### config.mk
export PLATFORM = sky130hd
export DESIGN_NAME = utf8_path_validator
export DESIGN_NICKNAME = d
export VERILOG_FILES = /design/src/sv/upv_pkg.sv /design/src/sv/utf8_path_validator.sv /design/src/sv/upv_front.sv /design/src/sv/upv_queue.sv /design/src/sv/upv_back.sv
export SDC_FILE = /design/constraint.sdc
export NUM_CORES = 1
export LEC_CHECK = 0
export ABC_AREA = 0
export BUFFER_PORTS_ARGS = -buffer_cell sky130_fd_sc_hd__buf_2
export CAP_MARGIN = 20
export CORE_ASPECT_RATIO = 0.6
export CORE_MARGIN = 2
export CORE_UTILIZATION = 50
export CTS_BUF_LIST = sky130_fd_sc_hd__clkbuf_2 sky130_fd_sc_hd__clkbuf_4 sky130_fd_sc_hd__clkbuf_8
export CTS_CLUSTER_DIAMETER = 50
export DETAILED_ROUTE_END_ITERATION = 10
export PLACE_DENSITY = 0.68
export SYNTH_ARGS = -nofsm -noshare
export SYNTH_HDL_FRONTEND = slang
export SYNTH_SLANG_ARGS = --single-unit
### constraint.sdc
create_clock -name clk -period 5 [get_ports clk]
set_clock_uncertainty 0.05 [all_clocks]
set_input_delay 0.25 -clock clk [delete_from_list [all_inputs] [get_ports clk]]
set_output_delay 0.25 -clock clk [all_outputs]
set_load 0.03 [all_outputs]
### src/sv/upv_pkg.sv
`timescale 1ns / 1ps

package upv_pkg;

	localparam int PATH_MAX_LEN      = 1024;
	localparam int COMPONENT_MAX_LEN = 255;

	localparam int CNT_W  = 11;
	localparam int COMP_W = 9;
	localparam int CAP_W  = 11;

	localparam logic [CNT_W-1:0]  CNT_SAT   = CNT_W'(PATH_MAX_LEN + 1);
	localparam logic [CNT_W-1:0]  CNT_MAX   = CNT_W'(PATH_MAX_LEN);
	localparam logic [COMP_W-1:0] COMP_SAT  = COMP_W'(COMPONENT_MAX_LEN + 1);
	localparam logic [COMP_W-1:0] COMP_MAX  = COMP_W'(COMPONENT_MAX_LEN);
	localparam logic [CAP_W-1:0]  CAP_RESET = CAP_W'(1025);

	localparam logic [7:0] CH_SLASH = 8'h2F;
	localparam logic [7:0] CH_DOT   = 8'h2E;
	localparam logic [7:0] CH_SPACE = 8'h20;
	localparam logic [7:0] CH_TILDE = 8'h7E;
	localparam logic [7:0] CH_DEL   = 8'h7F;
	localparam logic [7:0] CH_BSL   = 8'h5C;

	typedef struct packed {
		logic [7:0] path_byte;
		logic       last_byte;
	} in_item_t;

	typedef struct packed {
		logic             path_status;
		logic [CNT_W-1:0] normalized_length;
	} out_item_t;

	// Kind of a byte seen where no continuation byte is expected
	typedef enum logic [3:0] {
		LEAD_ASCII,
		LEAD_TWO,
		LEAD_E0,
		LEAD_ED,
		LEAD_THREE,
		LEAD_F0,
		LEAD_F4,
		LEAD_FOUR,
		LEAD_BAD
	} lead_t;

	typedef enum logic [1:0] {
		RANGE_NORMAL,
		RANGE_RAISED,
		RANGE_LOWERED
	} range_t;

	typedef enum logic [1:0] {
		DOTS_NONE,
		DOTS_ONE,
		DOTS_TWO,
		DOTS_MANY
	} dots_t;

	typedef struct packed {
		logic [7:0] path_byte;
		logic       last_byte;
		logic       bad_char;
		logic       slash;
		logic       reserved;
		logic       digit;
		logic       dot;
		lead_t      lead;
	} class_t;

endpackage

### src/sv/utf8_path_validator.sv
`timescale 1ns / 1ps
// Streaming UTF-8 path checker. Path bytes arrive on the in channel
// (in_valid/in_ready, in_data), one transaction per byte, with last_byte
// set on the final byte of a path. For each path exactly one verdict
// transaction leaves on the out channel (out_valid/out_ready, out_data)
// after its final byte: path_status and the normalised length.
// Bytes are classified on entry and held in a two-entry queue; the back
// end updates the running path state from the queue head and registers
// each verdict as it takes the final byte. It takes one byte per cycle,
// so the block sustains one byte per cycle, while the receiver keeps up.
// If the receiver stalls, the verdict waits in the output register while
// further bytes of the next path are still consumed; only the next final
// byte waits for the output register to drain, and the queue then fills
// and in_ready drops.
// Reset clears the queue, the path state and out_valid, and sets the
// capacity register to 1025. cfg_we writes the capacity register directly.
module utf8_path_validator
	import upv_pkg::*;
(
	input  logic             clk,
	input  logic             arst_n,
	input  logic             in_valid,
	output logic             in_ready,
	input  in_item_t         in_data,
	output logic             out_valid,
	input  logic             out_ready,
	output out_item_t        out_data,
	input  logic             cfg_we,
	input  logic [CAP_W-1:0] cfg_data
);

	class_t cls_in;
	class_t cls_head;
	logic   q_full;
	logic   q_empty;
	logic   q_pop;
	logic   q_push;

	assign in_ready = !q_full;
	assign q_push   = in_valid && !q_full;

	upv_front u_front (
		.item (in_data),
		.cls  (cls_in)
	);

	upv_queue u_queue (
		.clk       (clk),
		.arst_n    (arst_n),
		.push      (q_push),
		.push_data (cls_in),
		.full      (q_full),
		.pop       (q_pop),
		.pop_data  (cls_head),
		.empty     (q_empty)
	);

	upv_back u_back (
		.clk        (clk),
		.arst_n     (arst_n),
		.cfg_we     (cfg_we),
		.cfg_data   (cfg_data),
		.item_valid (!q_empty),
		.item       (cls_head),
		.item_take  (q_pop),
		.out_valid  (out_valid),
		.out_ready  (out_ready),
		.out_data   (out_data)
	);

endmodule

### src/sv/upv_front.sv
`timescale 1ns / 1ps

module upv_front
	import upv_pkg::*;
(
	input  in_item_t item,
	output class_t   cls
);

	logic [7:0] b;

	assign b = item.path_byte;

	always_comb begin
		cls.path_byte = b;
		cls.last_byte = item.last_byte;
		cls.bad_char  = (b < CH_SPACE) || (b == CH_DEL) || (b == CH_BSL);
		cls.slash     = (b == CH_SLASH);
		cls.dot       = (b == CH_DOT);
		cls.digit     = (b >= 8'h30) && (b <= 8'h39);
		cls.reserved  = (b == 8'h3A) || (b == 8'h2A) || (b == 8'h3F) || (b == 8'h22) ||
				(b == 8'h3C) || (b == 8'h3E) || (b == 8'h7C);
		case (b) inside
			[8'h00:8'h7F]: cls.lead = LEAD_ASCII;
			[8'hC2:8'hDF]: cls.lead = LEAD_TWO;
			8'hE0:         cls.lead = LEAD_E0;
			8'hED:         cls.lead = LEAD_ED;
			[8'hE1:8'hEF]: cls.lead = LEAD_THREE;
			8'hF0:         cls.lead = LEAD_F0;
			8'hF4:         cls.lead = LEAD_F4;
			[8'hF1:8'hF3]: cls.lead = LEAD_FOUR;
			default:       cls.lead = LEAD_BAD;
		endcase
	end

endmodule

### src/sv/upv_queue.sv
`timescale 1ns / 1ps

module upv_queue
	import upv_pkg::*;
(
	input  logic   clk,
	input  logic   arst_n,
	input  logic   push,
	input  class_t push_data,
	output logic   full,
	input  logic   pop,
	output class_t pop_data,
	output logic   empty
);

	class_t     mem_q [2];
	logic       wr_ptr_q;
	logic       rd_ptr_q;
	logic [1:0] count_q;

	assign full     = (count_q == 2'd2);
	assign empty    = (count_q == 2'd0);
	assign pop_data = mem_q[rd_ptr_q];

	always_ff @(posedge clk or negedge arst_n) begin
		if (!arst_n) begin
			wr_ptr_q <= 1'b0;
			rd_ptr_q <= 1'b0;
			count_q  <= 2'd0;
		end else begin
			if (push) wr_ptr_q <= ~wr_ptr_q;
			if (pop) rd_ptr_q <= ~rd_ptr_q;
			case ({push, pop})
				2'b10:   count_q <= count_q + 2'd1;
				2'b01:   count_q <= count_q - 2'd1;
				default: count_q <= count_q;
			endcase
		end
	end

	always_ff @(posedge clk) begin
		if (push) mem_q[wr_ptr_q] <= push_data;
	end

endmodule

### src/sv/upv_back.sv
`timescale 1ns / 1ps

module upv_back
	import upv_pkg::*;
(
	input  logic             clk,
	input  logic             arst_n,
	input  logic             cfg_we,
	input  logic [CAP_W-1:0] cfg_data,
	input  logic             item_valid,
	input  class_t           item,
	output logic             item_take,
	output logic             out_valid,
	input  logic             out_ready,
	output out_item_t        out_data
);

	logic [CAP_W-1:0]  cap_q;
	logic [CNT_W-1:0]  cnt_q;
	logic [1:0]        pend_q;
	range_t            range_q;
	logic [COMP_W-1:0] clen_q;
	dots_t             dots_q;
	logic [7:0]        prev_q;
	logic              err_q;
	logic              out_valid_q;
	out_item_t         out_data_q;

	logic [CNT_W-1:0]  cnt_d;
	logic [1:0]        pend_d;
	range_t            range_d;
	logic [COMP_W-1:0] clen_d;
	dots_t             dots_d;
	logic              err_d;
	logic [CNT_W-1:0]  norm;
	logic              out_free;

	assign out_free  = !out_valid_q || out_ready;
	// Only the final byte of a path needs the output slot.
	assign item_take = item_valid && (!item.last_byte || out_free);
	assign out_valid = out_valid_q;
	assign out_data  = out_data_q;

	always_comb begin
		logic [7:0] lo;
		logic [7:0] hi;
		logic       first;
		logic [7:0] b;

		b       = item.path_byte;
		first   = (cnt_q == '0);
		cnt_d   = (cnt_q < CNT_SAT) ? cnt_q + CNT_W'(1) : cnt_q;
		err_d   = err_q || item.bad_char;
		pend_d  = pend_q;
		range_d = range_q;
		clen_d  = clen_q;
		dots_d  = dots_q;
		lo      = 8'h80;
		hi      = 8'hBF;

		if (pend_q != 2'd0) begin
			if (range_q == RANGE_RAISED) lo = (pend_q == 2'd3) ? 8'h90 : 8'hA0;
			else if (range_q == RANGE_LOWERED) hi = (pend_q == 2'd3) ? 8'h8F : 8'h9F;
			if (b < lo || b > hi) begin
				err_d  = 1'b1;
				pend_d = 2'd0;
			end else begin
				pend_d = pend_q - 2'd1;
			end
			range_d = RANGE_NORMAL;
		end else begin
			case (item.lead)
				LEAD_ASCII: ;
				LEAD_TWO: begin
					pend_d = 2'd1; range_d = RANGE_NORMAL;
				end
				LEAD_E0: begin
					pend_d = 2'd2; range_d = RANGE_RAISED;
				end
				LEAD_ED: begin
					pend_d = 2'd2; range_d = RANGE_LOWERED;
				end
				LEAD_THREE: begin
					pend_d = 2'd2; range_d = RANGE_NORMAL;
				end
				LEAD_F0: begin
					pend_d = 2'd3; range_d = RANGE_RAISED;
				end
				LEAD_F4: begin
					pend_d = 2'd3; range_d = RANGE_LOWERED;
				end
				LEAD_FOUR: begin
					pend_d = 2'd3; range_d = RANGE_NORMAL;
				end
				default: begin
					err_d = 1'b1; range_d = RANGE_NORMAL;
				end
			endcase
		end

		if (first) begin
			if (!item.slash) err_d = 1'b1;
		end else if (item.slash) begin
			// A slash closes the component; it is judged by its last byte.
			if (clen_q == '0 || clen_q > COMP_MAX || dots_q == DOTS_ONE ||
					dots_q == DOTS_TWO || prev_q == CH_DOT || prev_q == CH_SPACE)
				err_d = 1'b1;
			clen_d = '0;
			dots_d = DOTS_NONE;
		end else begin
			if (item.reserved) err_d = 1'b1;
			if (prev_q == CH_TILDE && item.digit) err_d = 1'b1;
			if (item.dot) begin
				if (clen_q == '0) dots_d = DOTS_ONE;
				else if (dots_q == DOTS_ONE) dots_d = DOTS_TWO;
				else if (dots_q == DOTS_TWO) dots_d = DOTS_MANY;
			end else begin
				dots_d = DOTS_NONE;
			end
			if (clen_q < COMP_SAT) clen_d = clen_q + COMP_W'(1);
			if (item.last_byte) begin
				if (clen_d > COMP_MAX || dots_d == DOTS_ONE || dots_d == DOTS_TWO ||
						b == CH_DOT || b == CH_SPACE)
					err_d = 1'b1;
			end
		end

		if (item.last_byte) begin
			if (pend_d != 2'd0) err_d = 1'b1;
			if (cnt_d > CNT_MAX) err_d = 1'b1;
			if ({1'b0, cap_q} < ({1'b0, cnt_d} + (CNT_W + 1)'(1))) err_d = 1'b1;
		end

		norm = (item.slash && cnt_d > CNT_W'(1)) ? cnt_d - CNT_W'(1) : cnt_d;
	end

	always_ff @(posedge clk or negedge arst_n) begin
		if (!arst_n) begin
			cap_q       <= CAP_RESET;
			cnt_q       <= '0;
			pend_q      <= 2'd0;
			range_q     <= RANGE_NORMAL;
			clen_q      <= '0;
			dots_q      <= DOTS_NONE;
			prev_q      <= 8'h00;
			err_q       <= 1'b0;
			out_valid_q <= 1'b0;
		end else begin
			if (cfg_we) cap_q <= cfg_data;
			if (item_take && item.last_byte)
				out_valid_q <= 1'b1;
			else if (out_ready)
				out_valid_q <= 1'b0;
			if (item_take) begin
				if (item.last_byte) begin
					cnt_q       <= '0;
					pend_q      <= 2'd0;
					range_q     <= RANGE_NORMAL;
					clen_q      <= '0;
					dots_q      <= DOTS_NONE;
					prev_q      <= 8'h00;
					err_q       <= 1'b0;
				end else begin
					cnt_q   <= cnt_d;
					pend_q  <= pend_d;
					range_q <= range_d;
					clen_q  <= clen_d;
					dots_q  <= dots_d;
					prev_q  <= item.path_byte;
					err_q   <= err_d;
				end
			end
		end
	end

	always_ff @(posedge clk) begin
		if (item_take && item.last_byte) begin
			out_data_q.path_status       <= err_d;
			out_data_q.normalized_length <= err_d ? '0 : norm;
		end
	end

endmodule

After elaboration in Yosys (flattened, before gate mapping)
Memories as Yosys holds them, arrays and structs flattened.
Cells that the tools add are included.

cells by class
  $add $sub $neg = 7
  order comparisons = 20
  equal/unequal tests = 39
  multiplexer cells = 62
  bitwise logic cells = 2
  reduce and logical (&&, ||, !) cells = 50

operator list
  kind                                                                   number
  8-bit by 6-bit equality test with 1-bit output, second input constant  12
  9-bit two-way mux                                                      6
  8-bit two-way mux                                                      6
  11-bit two-way mux                                                     3
  8-bit by 7-bit equality test with 1-bit output, second input constant  4
  8-bit equality test, second input constant                             4
  4-bit two-way mux                                                      8
  2-bit two-way mux                                                      14
  8-bit >= comparator, second input constant                             3
  8-bit <= comparator, second input constant                             3
  1-bit logical OR                                                       21
  1-bit two-way mux                                                      20
  9-bit by 8-bit > comparator with 1-bit output, second input constant   2
  4-bit by 3-bit equality test with 1-bit output, second input constant  4
  11-bit by 1-bit adder with 12-bit output, second input constant        1
  2-bit equality test, second input constant                             6
  11-bit by 12-bit less-than comparator with 1-bit output                1
  2-bit case mux with 3 select lines                                     2
  11-bit by 1-bit adder with 11-bit output, second input constant        1
  11-bit by 1-bit > comparator with 1-bit output, second input constant  1
  11-bit > comparator, second input constant                             1
  11-bit logical NOT                                                     1
  11-bit less-than comparator, second input constant                     1
  11-bit by 1-bit subtractor with 11-bit output, second input constant   1
  30 further kinds                                                       54

word-level totals
  register bits after elaboration = 63
  RAM bits = 36
  bits of input ports = 25
  output and inout port bits = 14
  logic and storage cells = 195
  memories = 1

memory list
  name           words  width  rd ports  clocked after Yosys merged registers in  write ports  RTL line         source
  u_queue.mem_q  2      18     1         0                                        1            upv_queue.sv:16  class_t mem_q [2];

Longest topological paths before layout
  depth in word-level cells = 21
  depth in mapped cells = 18
  mapped depth without buffers = 16

By module
A second synthesis with hierarchy kept.

unflattened totals
  cells, all modules = 580
  area, all modules = 5,988.2 um^2

modules (own cells, without submodules)
  module               instances  cells each  area an instance (um^2)
  upv_back             1          443         4,057.6
  upv_queue            1          72          1,532.7
  upv_front            1          62          384.1
  utf8_path_validator  1          3           13.8

Worst setup path after synthesis
Ideal clock, no wire load.

  path type = reg2reg
  start point = reg u_back.cnt_q[4]
  end point = reg u_back.out_data_q, in the netlist u_back.out_data[11] (data pin)
  data arrival time = 3,162 ps
  data required time = 4,689 ps
  setup slack = 1,526 ps
  cell stages (with the launch flop) = 18
  path buffers = 2
  period minus slack after synthesis = 3,474 ps
  cells stage by stage = dfrtp_1 > buf_2 > nor4_2 > nand2_1 > nor2_1 > o21ai_0 > inv_1 > ha_1 > and3_1 > and4bb_2 > xor2_1 > ha_1 > nand3_1 > nor4_1 > o31ai_1 > o211ai_1 > nand4_2 > buf_6

on the way
  cells in the longest elaborated chain, start to end = 6
  elaborated cells on any way between the ends = 12
  those cells by class = 2 x add/sub; 3 x order compare; 6 x mux; 1 x reduce/logical

RTL lines
  what                                                                                          RTL line                          source
  start, declared                                                                               upv_back.sv:19                    logic [CNT_W-1:0] cnt_q;
  start signal, assigned                                                                        upv_back.sv:164                   cnt_q <= cnt_d;
  11-bit by 1-bit adder with 11-bit output (tied with other cells)                              upv_back.sv:52                    cnt_d = (cnt_q < CNT_SAT) ? cnt_q + CNT_W'(1) : cnt_q;
  11-bit two-way mux or 1-bit two-way mux (tied branches)                                       upv_back.sv:52, upv_back.sv:101
  11-bit by 1-bit adder with 12-bit output (tied with other cells)                              upv_back.sv:131                   if ({1'b0, cap_q} < ({1'b0, cnt_d} + (CNT_W + 1)'(1))) err_d = 1'b1;
  11-bit by 12-bit less-than comparator with 1-bit output or 1-bit two-way mux (tied branches)  upv_back.sv:131, upv_back.sv:130
  1-bit two-way mux                                                                             upv_back.sv:131
  1-bit two-way mux *                                                                           upv_back.sv:128                   if (item.last_byte) begin
  via u_back.err_d                                                                              upv_back.sv:34                    logic err_d;
  end, declared                                                                                 upv_back.sv:27                    out_item_t out_data_q;

Mark *: on every way through the listed nets, which the timed path passes. The rest lies on a longest branch.
A chain may end at the register's enable or synchronous reset.

Worst setup path in the final report
  start point = reg u_back.cnt_q[4]
  end point = reg u_back.out_data_q, in the netlist u_back.out_data[1] (data pin)

on the way
  cells in the longest elaborated chain, start to end = 6
  elaborated cells on any way between the ends = 16
  those cells by class = 3 x add/sub; 4 x order compare; 7 x mux; 2 x reduce/logical

RTL lines
  what                                                                                          RTL line
  11-bit by 1-bit adder with 11-bit output (tied with other cells)                              upv_back.sv:52
  11-bit two-way mux or 1-bit two-way mux (tied branches)                                       upv_back.sv:52, upv_back.sv:101
  11-bit by 1-bit adder with 12-bit output (tied with other cells)                              upv_back.sv:131
  11-bit by 12-bit less-than comparator with 1-bit output or 1-bit two-way mux (tied branches)  upv_back.sv:131, upv_back.sv:130
  1-bit two-way mux                                                                             upv_back.sv:131
  1-bit two-way mux                                                                             upv_back.sv:128

Several ways; a longest one is shown, not always the timed one.

==> results.cfg <==
[synth]
synth_seq_cells = 99
avgSynthCellArea_um2 = 10.4
synthMuxAreaShare = 0.0531
synthFlopType = dfrtp_1
ys_warn_count = 0
synth_top_family_by_area = simple AND/OR/NAND/NOR gates
yosysSeqAreaShare = 0.479
synth-compound-area-share = 0.132
synth_cell_types = 71
synth_area_um2 = 5680
syn_inst = 544
synth-xor-area-share = 0.0569
yosys.area_share.simple = 0.191
synth_edf_count = 48
synth-adder-area-share = 0.0529
synth_fp_nets = 593
synth-async-reset-ratio = 0.515

[sta]
fin_crit_sh = 0.878
hold_viol_final = 0
slew_viol_final = 0
rsz0062_at_grt = false
tns_ps = 0
worst_slew_pin_slew_ps = 1010
slew_headroom = 0.321
finalSetupViolCount = 0
fmax_mhz = 228
period_minus_slack_ps = 4390

[clock_network]
cts_buffers = 9
post_cts_buffers = 0
clock_latency_ps = 370
cts-htree-levels = 3
cts.clk_slew.worst_paths_ps = 90
root_buffer = clkbuf_8
cts_tree = done
cts_buffer_depth = 2
cts_sinks = 99

[cells_and_area]
final_cell_mix = dfrtp_1, nand2_1, edfxtp_1
area_growth_pct = 9.83
final_common_cell = dfrtp_1
n_antenna_cell = 0
regArea_um2 = 2720
nets = 634
drive_above_1_share = 0.180
finish.utilization = 0.557
layout.cells.non_filler = 734
multi_input_area_um2 = 2760
fill_cells = 978

[grt]
grt_antenna_before_repair = 0
grt_max_degree = 52
grt_pass1_vias = 4118
grt_pass1_wl_mm = 21.4
grt_overflow = 0
grt_usage = 0.229

[detailed_routing]
drt_wl_total_mm = 13.1
final_antenna_net_count = 0
firstDrtPassIters = 5
viasPerCell = 5.90
drtIter0Drc = 443
wl_per_cell_um = 17.8
num_vias = 4333
drc = 0

[floorplanning]
initial_core_util = 0.507
die_w_um = 142
num_rows = 30
io_pins = 39
die_area_um2 = 12200
die_y_um = 86.5
core-area_um2 = 11200

[critical_path]
r2r_start = u_back.cnt_q[4]
worstReg2RegEnd = u_back.out_data[1]
cp-start-kind = register
crit_required_ps = 5140
cp_max_fo = 12
rrSetupSlack_ps = 610
arrival_ps = 4530
crit_path_start = u_back.cnt_q[4]
cp-end-kind = register
critPathKind = register to register
ff2ff_path_depth = 16

[placed_design]
io_buffers = 38
dp_hpwl_mm = 9.83
gp_congestion = 0.923
dp_cells = 717

[run_status]
status = finished, final reports clean

[pwr]
power.share.combinational = 0.444
leakagePower_nw = 2.50
p_int_w = 0.00183
p_per_area_nw_per_um2 = 508
p_sw_frac = 0.423
pwr-share-clk = 0.157
p_seq_frac = 0.399
ir_worst_vdd_v = 0.000411
p_sw_w = 0.00134

[min_path]
hold_path_class = input pin to register
hold_start = in_data[0]
hold_depth = 1
hold_end = u_queue.mem_q[0][9]

[job]
drv_cap = 0
-- repair_timing --
item,4_1_cts,5_1_grt
hold endpoints to repair,49,0
gates resized for setup,0,0
hold buffers,1,0
-- critical path, cell delays in order, from the launching register on --
cell,delay [ps]
dfrtp_1,510
nor4_2,450
nand2_1,190
nor2_1,140
o21ai_0,170
inv_1,210
ha_1,200
and3_1,230
and4bb_2,250
xor2_1,240
ha_1,190
nand3_1,110
nor4_1,300
o31ai_1,110
o211ai_1,160
nand4_2,400
a211oi_1,300
-- sequential cells by signal (all words and copies together), names as in the netlist, 8 cells and up --
| name | flops |
|---|---|
| u_back.clen_q | 9 |
| u_back.out_data | 12 |
| u_queue.mem_q | 36 |
| u_back.cap_q | 11 |
| u_back.prev_q | 8 |
| u_back.cnt_q | 11 |
-- cells in the mapped netlist (4+ instances only) --
| library cell | count | area, um2 |
|---|---|---|
| dfrtp_1 | 49 | 1230 |
| edfxtp_1 | 48 | 1440 |
| nand2_1 | 48 | 180 |
| nor2_1 | 40 | 150 |
| o21ai_0 | 34 | 170 |
| ha_1 | 24 | 300 |
| inv_1 | 23 | 86.3 |
| xnor2_1 | 22 | 193 |
| a21oi_1 | 19 | 95.1 |
| nand3_1 | 17 | 85.1 |
| mux2_2 | 14 | 158 |
| mux2i_1 | 13 | 130 |
| xor2_1 | 13 | 114 |
| clkbuf_1 | 11 | 41.3 |
| nor3_1 | 11 | 55.1 |
| and3_1 | 9 | 56.3 |
| nand4_1 | 9 | 56.3 |
| buf_2 | 8 | 40.0 |
| nand2b_1 | 8 | 50.1 |
| nor2_2 | 8 | 50.1 |
| o22ai_1 | 8 | 50.1 |
| a211oi_1 | 7 | 52.6 |
| nor4_1 | 7 | 43.8 |
| o31ai_1 | 7 | 52.6 |
| a31oi_1 | 6 | 37.5 |
| nor2b_1 | 6 | 37.5 |
| or3_1 | 4 | 25.0 |
-- kinds of logic (layout without fill, tap and decap cells) --
kind of cell	Yosys count	count (layout)
muxes	28	28
buffers and inverters	45	91
xor gates and xnor gates	36	36
DFF	99	99
AOI/OAI and AO/OA	113	113
and+or+nand+nor	199	199
adders and majority gates	24	24
-- power groups by stage --
stage | clock network, W | registers (W) | logic, W
after floorplan | 0 | 0.00128 | 0.000990
after global placement | 0 | 0.00127 | 0.00136
after detailed placement | 0 | 0.00128 | 0.00139
after CTS | 0.000511 | 0.00126 | 0.00140
after global routing | 0.000549 | 0.00129 | 0.00157
final | 0.000498 | 0.00126 | 0.00141
-- worst max-delay path by stage --
stage	to	depth (start not counted)
CTS	u_back.out_data[1]	16
global placement	u_back.out_data[1]	15
detailed placement	u_back.out_data[1]	16
finish	u_back.out_data[1]	16
global route	u_back.out_data[1]	16
floorplan	u_back.out_data[11]	17
-- stage by stage --
step	total power, W	setup slack, ps	hold slack [ps]	instance area [um2]
global placement	0.00262	994	350	6030
finish	0.00317	610	46.9	6230
detailed placement	0.00266	692	358	6030
CTS	0.00317	663	33.8	6230
floorplan	0.00227	1530	-95.6	5680
global route	0.00341	162	42.1	6230
-- final cells by class --
cell class,count,share of cell area
Inverter,23,0.0138
Timing Repair Buffer,52,0.0478
Tap cell,144,0.0289
Clock inverter,1,0.00120
Sequential cell,99,0.436
Multi-Input combinational cell,400,0.442
Clock buffer,15,0.0301
-- layer usage --
| metal | GRT usage | part of all wire | vias to the layer above |
|---|---|---|---|
| met3 | 0.0597 | 0.077 | 16 |
| met4 | 0.0636 | 0.012 | 0 |
| met5 | 0 | 0 | - |
| met2 | 0.312 | 0.39 | 144 |
| met1 | 0.358 | 0.52 | 2082 |
| li1 | - | - | 2091 |
Note: power is estimated with default switching activity, not from simulation.
